### src/rtl/core/fqsd_pkg.sv
// Shared types and constants for the FIFO queue with find and delete.
// Used by fqsd_ctrl, fqsd_dp and fifo_queue_with_search_delete; depends on nothing.
package fqsd_pkg;

    localparam int DEPTH_DEF = 16;
    localparam int DATA_W    = 32;
    localparam int ACT_W     = 3;
    localparam int STAT_W    = 2;
    localparam int POS_W     = 4;
    localparam int LEN_W     = 5;

    typedef enum logic [ACT_W-1:0] {
        ACT_ENQUEUE = 3'd0,
        ACT_DEQUEUE = 3'd1,
        ACT_FIND    = 3'd2,
        ACT_DELETE  = 3'd3,
        ACT_CLEAR   = 3'd4
    } action_t;

    typedef enum logic [STAT_W-1:0] {
        STAT_DONE     = 2'd0,
        STAT_FULL     = 2'd1,
        STAT_EMPTY    = 2'd2,
        STAT_NOTFOUND = 2'd3
    } status_t;

    typedef enum logic [2:0] {
        S_IDLE,
        S_DECODE,
        S_FIND,
        S_SHIFT,
        S_RESP
    } ctrl_state_t;

    // Which logical entry the memory read port fetches.
    typedef enum logic [1:0] {
        RD_FIRST,
        RD_NEXT,
        RD_SKIP
    } rd_sel_t;

    // Source of the reported position.
    typedef enum logic [1:0] {
        POS_ZERO,
        POS_COUNT,
        POS_IDX
    } pos_sel_t;

    typedef struct packed {
        logic     latch;
        logic     rd_en;
        rd_sel_t  rd_sel;
        logic     idx_clr;
        logic     idx_inc;
        logic     enq;
        logic     deq;
        logic     shift_wr;
        logic     drop;
        logic     clear;
        logic     res_set;
        status_t  res_status;
        pos_sel_t res_pos;
        logic     out_load;
    } dp_cmd_t;

    typedef struct packed {
        action_t action;
        logic    empty;
        logic    full;
        logic    match;
        logic    last;
        logic    out_free;
    } dp_sts_t;

endpackage

### src/rtl/core/fqsd_dp.sv
// Datapath: circular entry memory, head and fill count, scan index and result register.
// Depends on fqsd_pkg; driven by fqsd_ctrl through dp_cmd_t.
module fqsd_dp
    import fqsd_pkg::*;
#(
    parameter int DEPTH = DEPTH_DEF
)
(
    input  logic                     clk,
    input  logic                     rst_n,
    input  logic [ACT_W-1:0]         action,
    input  logic signed [DATA_W-1:0] value,
    input  logic                     out_stall,
    output logic                     out_valid,
    output logic [STAT_W-1:0]        status,
    output logic [POS_W-1:0]         position,
    output logic [LEN_W-1:0]         length,
    input  dp_cmd_t                  cmd,
    output dp_sts_t                  sts
);

    localparam int AW = (DEPTH > 1) ? $clog2(DEPTH) : 1;
    localparam int CW = $clog2(DEPTH + 1);
    localparam int SW = CW + 1;

    logic signed [DATA_W-1:0] mem [DEPTH];

    logic [ACT_W-1:0]         action_reg;
    logic signed [DATA_W-1:0] value_reg;
    logic signed [DATA_W-1:0] rdata_reg;
    logic [AW-1:0]            head_reg, head_next;
    logic [CW-1:0]            count_reg, count_next;
    logic [CW-1:0]            idx_reg, idx_next;
    status_t                  res_st_reg;
    logic [CW-1:0]            res_pos_reg;
    logic                     out_valid_reg, out_valid_next;
    logic [STAT_W-1:0]        status_reg;
    logic [POS_W-1:0]         position_reg;
    logic [LEN_W-1:0]         length_reg;

    logic [CW-1:0]            rd_logical;
    logic [AW-1:0]            rd_addr;
    logic                     wr_en;
    logic [AW-1:0]            wr_addr;
    logic signed [DATA_W-1:0] wr_data;
    logic [CW-1:0]            pos_value;
    logic [CW+POS_W-1:0]      pos_wide;
    logic [CW+LEN_W-1:0]      len_wide;

    // Logical index counted from the head, mapped onto a slot. The sum stays
    // below twice the depth, so one conditional subtract wraps it.
    function automatic logic [AW-1:0] phys(input logic [AW-1:0] head,
                                           input logic [CW-1:0] logical);
        logic [SW-1:0] sum;
        sum = SW'(head) + SW'(logical);
        if (sum >= SW'(DEPTH))
        begin
            sum = sum - SW'(DEPTH);
        end
        return sum[AW-1:0];
    endfunction

    always_comb
    begin
        unique case (cmd.rd_sel)
            RD_FIRST: rd_logical = '0;
            RD_NEXT:  rd_logical = idx_reg + CW'(1);
            RD_SKIP:  rd_logical = idx_reg + CW'(2);
            default:  rd_logical = '0;
        endcase
        rd_addr = phys(head_reg, rd_logical);

        wr_en   = cmd.enq | cmd.shift_wr;
        wr_addr = cmd.enq ? phys(head_reg, count_reg) : phys(head_reg, idx_reg);
        wr_data = cmd.enq ? value_reg : rdata_reg;
    end

    always_ff @(posedge clk)
    begin
        if (wr_en)
        begin
            mem[wr_addr] <= wr_data;
        end
        if (cmd.rd_en)
        begin
            rdata_reg <= mem[rd_addr];
        end
    end

    always_comb
    begin
        count_next = count_reg;
        head_next  = head_reg;
        idx_next   = idx_reg;
        if (cmd.clear)
        begin
            count_next = '0;
            head_next  = '0;
        end
        else if (cmd.enq)
        begin
            count_next = count_reg + CW'(1);
        end
        else if (cmd.deq || cmd.drop)
        begin
            count_next = count_reg - CW'(1);
        end
        if (cmd.deq)
        begin
            head_next = (head_reg == AW'(DEPTH - 1)) ? '0 : head_reg + AW'(1);
        end
        if (cmd.idx_clr)
        begin
            idx_next = '0;
        end
        else if (cmd.idx_inc)
        begin
            idx_next = idx_reg + CW'(1);
        end
    end

    always_comb
    begin
        unique case (cmd.res_pos)
            POS_ZERO:  pos_value = '0;
            POS_COUNT: pos_value = count_reg;
            POS_IDX:   pos_value = idx_reg;
            default:   pos_value = '0;
        endcase
        pos_wide = {{POS_W{1'b0}}, res_pos_reg};
        len_wide = {{LEN_W{1'b0}}, count_reg};
    end

    always_comb
    begin
        out_valid_next = out_valid_reg;
        if (cmd.out_load)
        begin
            out_valid_next = 1'b1;
        end
        else if (!out_stall)
        begin
            out_valid_next = 1'b0;
        end
    end

    always_ff @(posedge clk or negedge rst_n)
    begin
        if (!rst_n)
        begin
            head_reg      <= '0;
            count_reg     <= '0;
            idx_reg       <= '0;
            out_valid_reg <= 1'b0;
        end
        else
        begin
            head_reg      <= head_next;
            count_reg     <= count_next;
            idx_reg       <= idx_next;
            out_valid_reg <= out_valid_next;
        end
    end

    always_ff @(posedge clk)
    begin
        if (cmd.latch)
        begin
            action_reg <= action;
            value_reg  <= value;
        end
        if (cmd.res_set)
        begin
            res_st_reg  <= cmd.res_status;
            res_pos_reg <= pos_value;
        end
        if (cmd.out_load)
        begin
            status_reg   <= res_st_reg;
            position_reg <= pos_wide[POS_W-1:0];
            length_reg   <= len_wide[LEN_W-1:0];
        end
    end

    assign sts.action   = action_t'(action_reg);
    assign sts.empty    = (count_reg == '0);
    assign sts.full     = (count_reg == CW'(DEPTH));
    assign sts.match    = (rdata_reg == value_reg);
    assign sts.last     = ((idx_reg + CW'(1)) == count_reg);
    assign sts.out_free = !out_valid_reg || !out_stall;

    assign out_valid = out_valid_reg;
    assign status    = status_reg;
    assign position  = position_reg;
    assign length    = length_reg;

endmodule

### src/rtl/core/fqsd_ctrl.sv
// Controller: sequences one command at a time through decode, scan, shift and response.
// Depends on fqsd_pkg; drives fqsd_dp through dp_cmd_t and reads dp_sts_t.
module fqsd_ctrl
    import fqsd_pkg::*;
(
    input  logic    clk,
    input  logic    rst_n,
    input  logic    in_valid,
    output logic    in_stall,
    output dp_cmd_t cmd,
    input  dp_sts_t sts
);

    ctrl_state_t state_reg, state_next;

    always_ff @(posedge clk or negedge rst_n)
    begin
        if (!rst_n)
        begin
            state_reg <= S_IDLE;
        end
        else
        begin
            state_reg <= state_next;
        end
    end

    always_comb
    begin
        state_next = state_reg;
        cmd        = '0;
        in_stall   = (state_reg != S_IDLE);

        unique case (state_reg)
            S_IDLE:
            begin
                if (in_valid)
                begin
                    cmd.latch  = 1'b1;
                    state_next = S_DECODE;
                end
            end

            S_DECODE:
            begin
                cmd.res_set    = 1'b1;
                cmd.res_status = STAT_DONE;
                cmd.res_pos    = POS_ZERO;
                state_next     = S_RESP;
                unique case (sts.action)
                    ACT_ENQUEUE:
                    begin
                        if (sts.full)
                        begin
                            cmd.res_status = STAT_FULL;
                        end
                        else
                        begin
                            cmd.enq     = 1'b1;
                            cmd.res_pos = POS_COUNT;
                        end
                    end
                    ACT_DEQUEUE:
                    begin
                        if (sts.empty)
                        begin
                            cmd.res_status = STAT_EMPTY;
                        end
                        else
                        begin
                            cmd.deq = 1'b1;
                        end
                    end
                    ACT_FIND, ACT_DELETE:
                    begin
                        if (sts.empty)
                        begin
                            cmd.res_status = STAT_NOTFOUND;
                        end
                        else
                        begin
                            cmd.res_set = 1'b0;
                            cmd.rd_en   = 1'b1;
                            cmd.rd_sel  = RD_FIRST;
                            cmd.idx_clr = 1'b1;
                            state_next  = S_FIND;
                        end
                    end
                    ACT_CLEAR:
                    begin
                        cmd.clear = 1'b1;
                    end
                    default:
                    begin
                    end
                endcase
            end

            // The read data holds the entry at the scan index.
            S_FIND:
            begin
                if (sts.match)
                begin
                    cmd.res_set    = 1'b1;
                    cmd.res_status = STAT_DONE;
                    cmd.res_pos    = POS_IDX;
                    if (sts.action == ACT_DELETE)
                    begin
                        cmd.rd_en  = 1'b1;
                        cmd.rd_sel = RD_NEXT;
                        state_next = S_SHIFT;
                    end
                    else
                    begin
                        state_next = S_RESP;
                    end
                end
                else if (sts.last)
                begin
                    cmd.res_set    = 1'b1;
                    cmd.res_status = STAT_NOTFOUND;
                    cmd.res_pos    = POS_ZERO;
                    state_next     = S_RESP;
                end
                else
                begin
                    cmd.rd_en   = 1'b1;
                    cmd.rd_sel  = RD_NEXT;
                    cmd.idx_inc = 1'b1;
                end
            end

            // The read data holds the entry just behind the scan index; it
            // moves down one slot while the one after it is fetched.
            S_SHIFT:
            begin
                if (sts.last)
                begin
                    cmd.drop   = 1'b1;
                    state_next = S_RESP;
                end
                else
                begin
                    cmd.shift_wr = 1'b1;
                    cmd.rd_en    = 1'b1;
                    cmd.rd_sel   = RD_SKIP;
                    cmd.idx_inc  = 1'b1;
                end
            end

            S_RESP:
            begin
                if (sts.out_free)
                begin
                    cmd.out_load = 1'b1;
                    state_next   = S_IDLE;
                end
            end

            default:
            begin
                state_next = S_IDLE;
            end
        endcase
    end

endmodule

### src/rtl/core/fifo_queue_with_search_delete.sv
// Top level of the FIFO queue with find and delete.
// Depends on fqsd_pkg, fqsd_ctrl and fqsd_dp.
//
// Commands enter on the input channel (in_valid, in_stall, action, value) and
// each one returns exactly one result beat on the output channel (out_valid,
// out_stall, status, position, length). A beat moves at a rising edge where
// valid is high and stall is low.
//
// One command is handled at a time. Enqueue, dequeue, clear and unused codes
// go from decode straight to the response state. Find reads entries from the
// head one by one until a match or the last entry. Delete then moves each
// entry behind the match down a slot and releases the tail slot. The entry
// memory has one registered read and one write a cycle.
//
// Entries live in a circular memory addressed from a head pointer, so dequeue
// does not move data. Reset empties the queue at once but does not clear
// the memory. While the receiver stalls, the result register holds its beat;
// the next command is still accepted and runs until its own result is ready.
module fifo_queue_with_search_delete
    import fqsd_pkg::*;
#(
    parameter int DEPTH = DEPTH_DEF
)
(
    input  logic                     clk,
    input  logic                     rst_n,
    input  logic                     in_valid,
    output logic                     in_stall,
    input  logic [ACT_W-1:0]         action,
    input  logic signed [DATA_W-1:0] value,
    output logic                     out_valid,
    input  logic                     out_stall,
    output logic [STAT_W-1:0]        status,
    output logic [POS_W-1:0]         position,
    output logic [LEN_W-1:0]         length
);

    dp_cmd_t cmd;
    dp_sts_t sts;

    fqsd_ctrl u_ctrl (
        .clk      (clk),
        .rst_n    (rst_n),
        .in_valid (in_valid),
        .in_stall (in_stall),
        .cmd      (cmd),
        .sts      (sts)
    );

    fqsd_dp #(
        .DEPTH (DEPTH)
    ) u_dp (
        .clk       (clk),
        .rst_n     (rst_n),
        .action    (action),
        .value     (value),
        .out_stall (out_stall),
        .out_valid (out_valid),
        .status    (status),
        .position  (position),
        .length    (length),
        .cmd       (cmd),
        .sts       (sts)
    );

    // A new result never overwrites one the receiver has not taken.
    assert property (@(posedge clk) disable iff (!rst_n)
        cmd.out_load |-> sts.out_free)
        else $error("result register loaded while its beat is still held");

    // After a command beat the block stays busy until the command completes.
    assert property (@(posedge clk) disable iff (!rst_n)
        in_valid && !in_stall |=> in_stall)
        else $error("second command accepted right behind the first");

    assert property (@(posedge clk) disable iff (!rst_n)
        cmd.enq |-> !sts.full)
        else $error("enqueue written into a full queue");

    assert property (@(posedge clk) disable iff (!rst_n)
        (cmd.deq || cmd.drop) |-> !sts.empty)
        else $error("entry removed from an empty queue");

endmodule
### config.mk
export PLATFORM = sky130hd
export DESIGN_NAME = fifo_queue_with_search_delete
export DESIGN_NICKNAME = d
export VERILOG_FILES = /design/src/rtl/core/fqsd_pkg.sv /design/src/rtl/core/fqsd_dp.sv /design/src/rtl/core/fqsd_ctrl.sv /design/src/rtl/core/fifo_queue_with_search_delete.sv
export SDC_FILE = /design/constraint.sdc
export NUM_CORES = 1
export LEC_CHECK = 0
export BUFFER_PORTS_ARGS = -buffer_cell sky130_fd_sc_hd__clkbuf_2
export CAP_MARGIN = 20
export CORE_AREA = 2 2 237 356
export CTS_BUF_LIST = sky130_fd_sc_hd__clkbuf_16
export DETAILED_ROUTE_END_ITERATION = 10
export DIE_AREA = 0 0 239 358
export PLACE_DENSITY_LB_ADDON = 0.3
export SLEW_MARGIN = 10
export SYNTH_ARGS = -nofsm -noshare
export SYNTH_HDL_FRONTEND = slang
export SYNTH_HIERARCHICAL = 1
export SYNTH_SLANG_ARGS = --single-unit
export TNS_END_PERCENT = 20
### constraint.sdc
create_clock -name clk -period 8.8 [get_ports clk]
set_input_delay 0.44 -clock clk [delete_from_list [all_inputs] [get_ports clk]]
set_output_delay 0.44 -clock clk [all_outputs]
set_load 0.1 [all_outputs]
* After elaboration in Yosys (flattened, before gate mapping) *
Memories as Yosys holds them, arrays and structs flattened. A register that Yosys moved wholly into a read port is not among the register bits.
Index checks and enable logic that the tools add are counted.

storage, ports and cells
  register bits after elaboration = 70
  latch bits = 0
  RAM bits = 512
  memory bits (read-only) = 0
  input port bits = 39
  output and inout bits = 13
  memories kept = 1

memories
  memory    depth  width  read ports  clocked after memory_dff  wr ports  RTL line       RTL
  u_dp.mem  16     32     1           1                         1         fqsd_dp.sv:26  logic signed [DATA_W-1:0] mem [DEPTH];

operators by class
  add/sub/neg operators = 11
  $mul = 0
  divide/modulo/power cells = 0
  order comparisons = 3
  eq/ne operators = 19
  shifts and indexed selects = 0
  muxes and demuxes = 62
  bitwise operators = 1
  reductions and logical operators = 13

operators by type and width
  operator                                             count
  2-to-1 mux 4 bit                                     9
  2-to-1 mux 5 bit                                     7
  2-to-1 mux 3 bit                                     11
  == test 32 bit                                       1
  2-to-1 mux 32 bit                                    1
  2-to-1 mux 1 bit                                     23
  one-hot mux 5 bit (2 select lines)                   2
  adder 4 x 5 -> 6 bit                                 3
  >= comparator 6 x 5 -> 1 bit, second input constant  3
  one-hot mux 3 bit (5 select lines)                   1
  == test 3 x 2 -> 1 bit, second input constant        4
  subtractor 4 x 1 -> 4 bit, second input constant     3
  adder 5 x 1 -> 5 bit, second input constant          2
  one-hot mux 3 bit (3 select lines)                   1
  2-to-1 mux 2 bit                                     4
  one-hot mux 4 bit (2 select lines)                   1
  == test 3 x 1 -> 1 bit, second input constant        2
  == test 3 bit, second input constant                 2
  logical NOT 3 bit                                    2
  one-hot mux 2 bit (3 select lines)                   1
  nonzero test 3 bit                                   2
  adder 5 x 2 -> 5 bit, second input constant          1
  == test 5 bit                                        1
  == test 5 bit, second input constant                 1
  other kinds (15)                                     21

* Longest topological paths before layout *
Gate-level depths: netlist of run 1.

  depth after elaboration = 10
  mapped depth = 21
  depth with buffers taken out = 18

* Modules after synthesis *
Netlist of run 1, hierarchy kept.

by module, submodules not included
  module     instances  cells each  area each (um^2)  sequential area each (um^2)
  fqsd_dp    1          1158        24169.4           18272.5
  fqsd_ctrl  1          45          382.9             75.1

* Worst setup path after synthesis of run 1 *
No wires, ideal clock.

  path kind = reg-to-reg
  start = register u_dp.idx_reg[2]
  end = register u_dp.rdata_reg[26] (read register of u_dp.mem) (data pin)
  library setup time = 273 ps
  arrival time = 4598 ps
  required time = 8527 ps
  path slack = 3929 ps
  cell stages (with the launch flop) = 19
  path buffers = 3
  period minus slack after synthesis = 4871 ps
  path through = dfrtp_1 -> clkbuf_1 -> nand2_1 -> o211ai_1 -> o21ai_0 -> a2111oi_0 -> nor2_1 -> o211ai_1 -> inv_1 -> ha_1 -> nand2b_4 -> nand2_1 -> ha_1 -> fa_1 -> clkbuf_1 -> clkbuf_1 -> mux4_2 -> mux2i_1 -> o221ai_2

RTL lines
  what                    RTL line        RTL
  from (decl)             fqsd_dp.sv:33   logic [CW-1:0] idx_reg, idx_next;
  from (signal assigned)  fqsd_dp.sv:160  idx_reg <= idx_next;
  to (decl)               fqsd_dp.sv:30   logic signed [DATA_W-1:0] rdata_reg;

==> results of run 1 <==
-- area by class of cell --
cell class                 count  area, sq um
inverter                      11         41.3
fill                        7731        54000
clock buffer                  57         1430
sequential                   614        18300
multi-input combinational    518         5990
clock inverter                50          415
tap                         1048         1310
timing repair buffer         107          768
-- metrics by stage --
step	utilization (%)	std cells	worst slack (ns)	instance area [sq um]
after floorplan	-	1203	3.93	24600
after CTS	34.4	2404	2.71	28300
final	34.4	2405	2.85	28300
after global routing	34.4	2405	2.43	28300
after global placement	31.8	2269	2.83	26200
after detailed placement	31.8	2269	2.74	26200
-- critical path: stages (launching register included) --
cell,delay [ns]
edfxtp_1,0.43
xor2_1,0.22
nor4_1,0.60
nand4_1,0.29
nor2_1,0.33
and4b_1,0.31
o211ai_1,0.15
inv_1,0.12
inv_1,0.05
ha_1,0.23
nand2_1,0.08
nand2_1,0.09
ha_4,0.17
fa_4,1.20
buf_12,0.45
mux4_2,0.39
mux2i_1,0.17
o221ai_1,0.24
-- metal layers --
metal	GRT usage [%]	routed length [um]	vias up	part of all wire [%]
met5	0	0	-	0
li1	-	-	5152	-
met2	23.8	29300	276	51
met1	17.4	24200	6422	42
met4	4.03	1410	0	2.5
met3	1.82	2140	84	3.7
-- power by group --
group	leakage, nW	internal (W)	switching (W)
clock	0.938	0.00133	0.00110
sequential	5.62	0.00382	0.000162
combinational	2.30	0.00116	0.00159
-- worst max-delay path by stage --
stage                                       startpoint                            to  depth (start not counted)
final                     u_dp/value_reg[17]$_DFFE_PP_  u_dp/rdata_reg[14]$_DFFE_PP_                         17
after global routing      u_dp/rdata_reg[12]$_DFFE_PP_  u_dp/rdata_reg[14]$_DFFE_PP_                         17
after CTS                 u_dp/value_reg[30]$_DFFE_PP_  u_dp/rdata_reg[14]$_DFFE_PP_                         17
after detailed placement   u_dp/rdata_reg[2]$_DFFE_PP_  u_dp/rdata_reg[14]$_DFFE_PP_                         17
after global placement     u_dp/rdata_reg[2]$_DFFE_PP_  u_dp/rdata_reg[14]$_DFFE_PP_                         17
after floorplan            u_dp/idx_reg[2]$_DFFE_PN0P_  u_dp/rdata_reg[26]$_DFFE_PP_                         18
-- Yosys cell counts, drive strengths merged (6+ instances only) --
master  number
inv         11
clkbuf      33
xor2        41
dfrtp       18
nor2        38
ha          16
o221ai      32
o21ai       14
mux2i       35
nand3       34
a22oi        7
mux2        34
a21o         6
nand2b       7
xnor2        9
buf         27
mux4       128
edfxtp     596
nand2       51
nor4        12
-- cell families (layout without fill, tap and decap cells) --
group	count (synthesis)	count (layout)
AOI/OAI and AO/OA	80	80
xor gates and xnor gates	51	51
adders and majority gates	19	19
buffers and inverters	71	225
DFF	614	614
muxes	197	197
and+or+nand+nor	171	171
==> metrics.md, run 1 <==
| Metric | Value |
|---|---|
| Worst setup SP type | register |
| Ys Warns | 6 |
| Min Tclk post-route | 5.95 ns |
| Root Driver | clkbuf_16 |
| RePlAce Congestion | 0.749 |
| Hold worst-path end | u_dp/value_reg[30]$_DFFE_PP_ |
| Largest family of logic cells by synthesized area | multiplexers |
| Least-Margin Pin Slew | 0.888 ns |
| Postcts setup bufs | 0 |
| Post-CTS sizing | 0 |
| Gr ovfl total | 0 |
| Post-DP HPWL | 30500 um |
| Setup Viol. Count Final | 0 |
| Diodes inserted | 0 |
| RSZ-0062 raised after global routing | false |
| Routed vias | 11900 |
| Layout cells sized above 1 | 26.5% |
| Initial antenna violation count | 0 |
| H-tree depth | 2 |
| Slew HR | 40.5% |
| Max-cap violations | 0 |
| Synthesized Nets | 1261 |
| Clock sinks | 614 |
| Syn avg cell area | 20.4 sq um |
| Clk buf depth | 3 |
| Compound-Gate Fraction of Synth Area | 2.54% |
| Total CTS buffers | 57 |
| GRT Total Usage | 13.5% |
| Main area contributors after synthesis | edfxtp_1 (73%), mux4_2 (12%), dfrtp_1 (1.8%) |
| Crit. End Element | register |
| Reg2reg path depth | 17 |
| CP arrival | 6.25 ns |
| Core Area | 82300 sq um |
| Reg2reg end | u_dp/rdata_reg[14]$_DFFE_PP_ |
| Area growth syn-to-layout | 15.3% |
| NumNets Final | 1367 |
| Reg2Reg Launch Point | u_dp/value_reg[17]$_DFFE_PP_ |
| Largest net degree at the start of global routing | 73 |
| Worst Hold Class | primary input to register |
| Clock skew | 0.0331 ns |
| Fmax | 168 MHz |
| CTS Hold Bufs | 28 |
| Cell variety after synth | 58 |
| Yosys top cell by area | edfxtp_1 |
| Reg2reg setup slack | 2.85 ns |
| Synth Area in XOR/XNOR | 1.88% |
| Total power | 0.00916 W |
| Hold Violations, Final | 0 |
| P_leak | 8.86 nW |
| Number of global-route vias before repair | 12400 |
| Setup Crit Path Kind | register to register |
| DRT Wirelength | 57100 um |
| Initial Util | 29.8% |
| Vias per cell | 4.96 |
| DRT Pass-1 Iters | 7 |
| Largest register FFs | 512 |
| Required @ worst endpoint | 9.10 ns |
| Mux cell area share after synthesis | 14.7% |
| Number of synthesized flops with an enable pin | 596 |
| HP Start | value[30] |
| Global-route wire length before repair | 83700 um |
| Seq/Total Area, Yosys | 74.7% |
| Crit share post-route | 67.7% |
| Status | finished, final reports clean |
| Worst hold slack | 0.0384 ns |
| Post-Synth Adder-Cell Area | 1.06% |
| Worst Path Max Fanout | 72 |
| Peak supply drop | 235 uV |
| Synth top area share | 72.9% |
| PortBufs | 51 |
| ANT nets after route | 0 |
| Synthesized instance count | 1203 |
| Die height | 358 um |
| Yosys reg bits | 614 |
| Clk slew on worst S/H paths | 0.07 ns |
| Post-Synth Simple-Gate Area | 3.54% |
| CTS tree | built |
| Synthesized cell area | 24600 sq um |
| Power per cell area | 324 nW/um^2 |
| # DRC | 0 |
| Top FF cell, synth | edfxtp_1 |
| Die width | 239 um |
| Per-cell routed wire length | 23.7 um |
| Initial DRC count | 888 |
| Leading cell type in the layout, fill and taps excluded | edfxtp_1 |
| Die Area | 85600 sq um |
| Hold Path Depth | 1 |
| Setup TNS | 0 ns |
| Post-synth ARST share | 2.93% |
| Site Rows | 129 |
| Commonest non-fill, non-tap cells in the layout | edfxtp_1 (596), mux4_2 (128), clkbuf_16 (57), clkbuf_2 (52), nand2_1 (51) |
| Ports | 52 |
| Slew Limit Fails | 0 |
| Clk_lat worst skew | 0.65 ns |
Note: power is estimated with default switching activity, not from simulation.
==> run 2: changes to the inputs <==
==> constraint.sdc (replaced) <==
create_clock -name clk -period 5.3 [get_ports clk]
set_input_delay 0.265 -clock clk [delete_from_list [all_inputs] [get_ports clk]]
set_output_delay 0.265 -clock clk [all_outputs]
set_load 0.1 [all_outputs]
==> metrics.md, run 2 (same netlist as run 1, synthesis figures left out) <==
| Metric | Value |
|---|---|
| Power per cell area | 541 nW/um^2 |
| Slew HR | 36.4% |
| Min Tclk post-route | 5.06 ns |
| Die Area | 85600 sq um |
| RSZ-0062 raised after global routing | false |
| Ports | 52 |
| Setup Viol. Count Final | 0 |
| Worst Hold Class | primary input to async pin |
| Per-cell routed wire length | 24.1 um |
| Initial DRC count | 1117 |
| CTS tree | built |
| Hold Violations, Final | 0 |
| Peak supply drop | 313 uV |
| Routed vias | 12100 |
| Required @ worst endpoint | 5.66 ns |
| CP arrival | 5.42 ns |
| Reg2reg end | u_dp/rdata_reg[5]$_DFFE_PP_ |
| Worst setup SP type | register |
| Root Driver | clkbuf_16 |
| Total CTS buffers | 58 |
| Setup Crit Path Kind | register to register |
| Post-DP HPWL | 34600 um |
| ANT nets after route | 0 |
| Vias per cell | 4.91 |
| Setup TNS | 0 ns |
| DRT Wirelength | 59600 um |
| Max-cap violations | 0 |
| PortBufs | 51 |
| Clock sinks | 614 |
| Fmax | 198 MHz |
| Crit share post-route | 95.4% |
| Initial Util | 29.8% |
| # fillers | 7629 |
| RePlAce Congestion | 0.758 |
| Reg2Reg Launch Point | u_dp/rdata_reg[12]$_DFFE_PP_ |
| Commonest non-fill, non-tap cells in the layout | edfxtp_1 (596), mux4_2 (128), clkbuf_16 (58) |
| Core Area | 82300 sq um |
| Reg2reg path depth | 19 |
| P_leak | 9.32 nW |
| Site Rows | 129 |
| Least-Margin Pin Slew | 0.950 ns |
| Crit. End Element | register |
| Die width | 239 um |
| Clock skew | 0.0205 ns |
| Gr ovfl total | 0 |
| Clk buf depth | 3 |
| Largest register FFs | 512 |
| H-tree depth | 2 |
| Slew Limit Fails | 0 |
| Global-route wire length before repair | 87700 um |
| Number of global-route vias before repair | 12800 |
| Util after Layout | 35.6% |
| Postcts setup bufs | 0 |
| Die height | 358 um |
| Area growth syn-to-layout | 19.3% |
| NumNets Final | 1433 |
| Clk slew on worst S/H paths | 0.06 ns |
| GRT Total Usage | 14.2% |
| Leading cell type in the layout, fill and taps excluded | edfxtp_1 |
| Clk_lat worst skew | 0.64 ns |
| Largest net degree at the start of global routing | 36 |
| Initial antenna violation count | 4 |
| Status | finished, final reports clean |
| Layout cells sized above 1 | 29.7% |
| Worst Path Max Fanout | 10 |
| # DRC | 0 |
| DRT Pass-1 Iters | 7 |
| Reg2reg setup slack | 0.24 ns |
==> run 2: cell count changes in the layout (fill, tap and decap cells not counted), sizes merged, moves of 3 or more <==
| cell | previous run | this run |
|---|---|---|
| dlygate4sd3 | 28 | 37 |
| buf | 27 | 84 |
| clkinv | 26 | 17 |
| inv | 25 | 30 |
| diode | 0 | 3 |
==> run 2: report_power, final <==
group	switching (W)	internal, W
registers	0.000235	0.00634
logic	0.00279	0.00230
clock network	0.00187	0.00230
total	0.00489	0.0109
==> run 2: worst max path at each step <==
stage / cells past startpoint / slack, ns / to / start
floorplan: 18 / 0.43 / u_dp/rdata_reg[26]$_DFFE_PP_ / u_dp/idx_reg[2]$_DFFE_PN0P_
global placement: 18 / -0.25 / u_dp/rdata_reg[16]$_DFFE_PP_ / u_dp/value_reg[3]$_DFFE_PP_
detailed placement: 18 / -0.25 / u_dp/rdata_reg[22]$_DFFE_PP_ / u_dp/rdata_reg[12]$_DFFE_PP_
CTS: 19 / 0.06 / u_dp/rdata_reg[5]$_DFFE_PP_ / u_dp/rdata_reg[12]$_DFFE_PP_
global route: 20 / 0.02 / u_dp/rdata_reg[30]$_DFFE_PP_ / u_dp/value_reg[27]$_DFFE_PP_
finish: 19 / 0.24 / u_dp/rdata_reg[5]$_DFFE_PP_ / u_dp/rdata_reg[12]$_DFFE_PP_
==> run 2: final cells by class <==
cell class / count / area, sq um / area share (%)
sequential: 614 / 18300 / 62.6
multi-input combinational: 518 / 6040 / 20.6
timing repair buffer: 172 / 1660 / 5.67
clock buffer: 58 / 1450 / 4.95
tap: 1048 / 1310 / 4.48
clock inverter: 48 / 442 / 1.51
inverter: 11 / 41.3 / 0.141
antenna: 3 / 7.51 / 0.0256
==> run 2: worst max-delay path, cell delays in order (launching register included) <==
cell and delay (ns):
edfxtp_1 0.42, xor2_1 0.22, nor4_4 0.46, nand4_1 0.28, nor2_1 0.22, buf_4 0.16, and4b_1 0.23, o211ai_1 0.12
inv_1 0.12, inv_1 0.06, ha_1 0.23, nand2_1 0.08, nand2_1 0.09, ha_4 0.18, fa_4 0.89, buf_4 0.26
buf_12 0.16, mux4_2 0.29, mux2i_1 0.16, o221ai_1 0.15
==> run 2: what timing repair did <==
item	4_1_cts	5_1_grt
endpoints found under the setup margin	32	16
gates resized for setup	2	5
hold endpoints to repair	54	0
hold buffers	37	0
==> run 2: routing by layer <==
metal / vias to the layer above / wire length, um / track usage [%]
met5: - / 0 / 0
met4: 0 / 1570 / 4.21
met3: 87 / 2630 / 2.12
met2: 284 / 30700 / 25.0
met1: 6454 / 24800 / 18.0
li1: 5302 / - / -
==> run 2: through the flow <==
stage	hold WS [ns]	cell area, sq um	instances	setup WS, ns	power (W)
after global routing	0.153	29300	2472	0.0169	0.0166
after floorplan	-0.0306	24600	1203	0.429	0.0101
after global placement	0.247	27000	2326	-0.247	0.0117
after detailed placement	0.252	27000	2326	-0.247	0.0118
after CTS	0.0897	29300	2469	0.0621	0.0161
final	0.124	29300	2472	0.243	0.0158
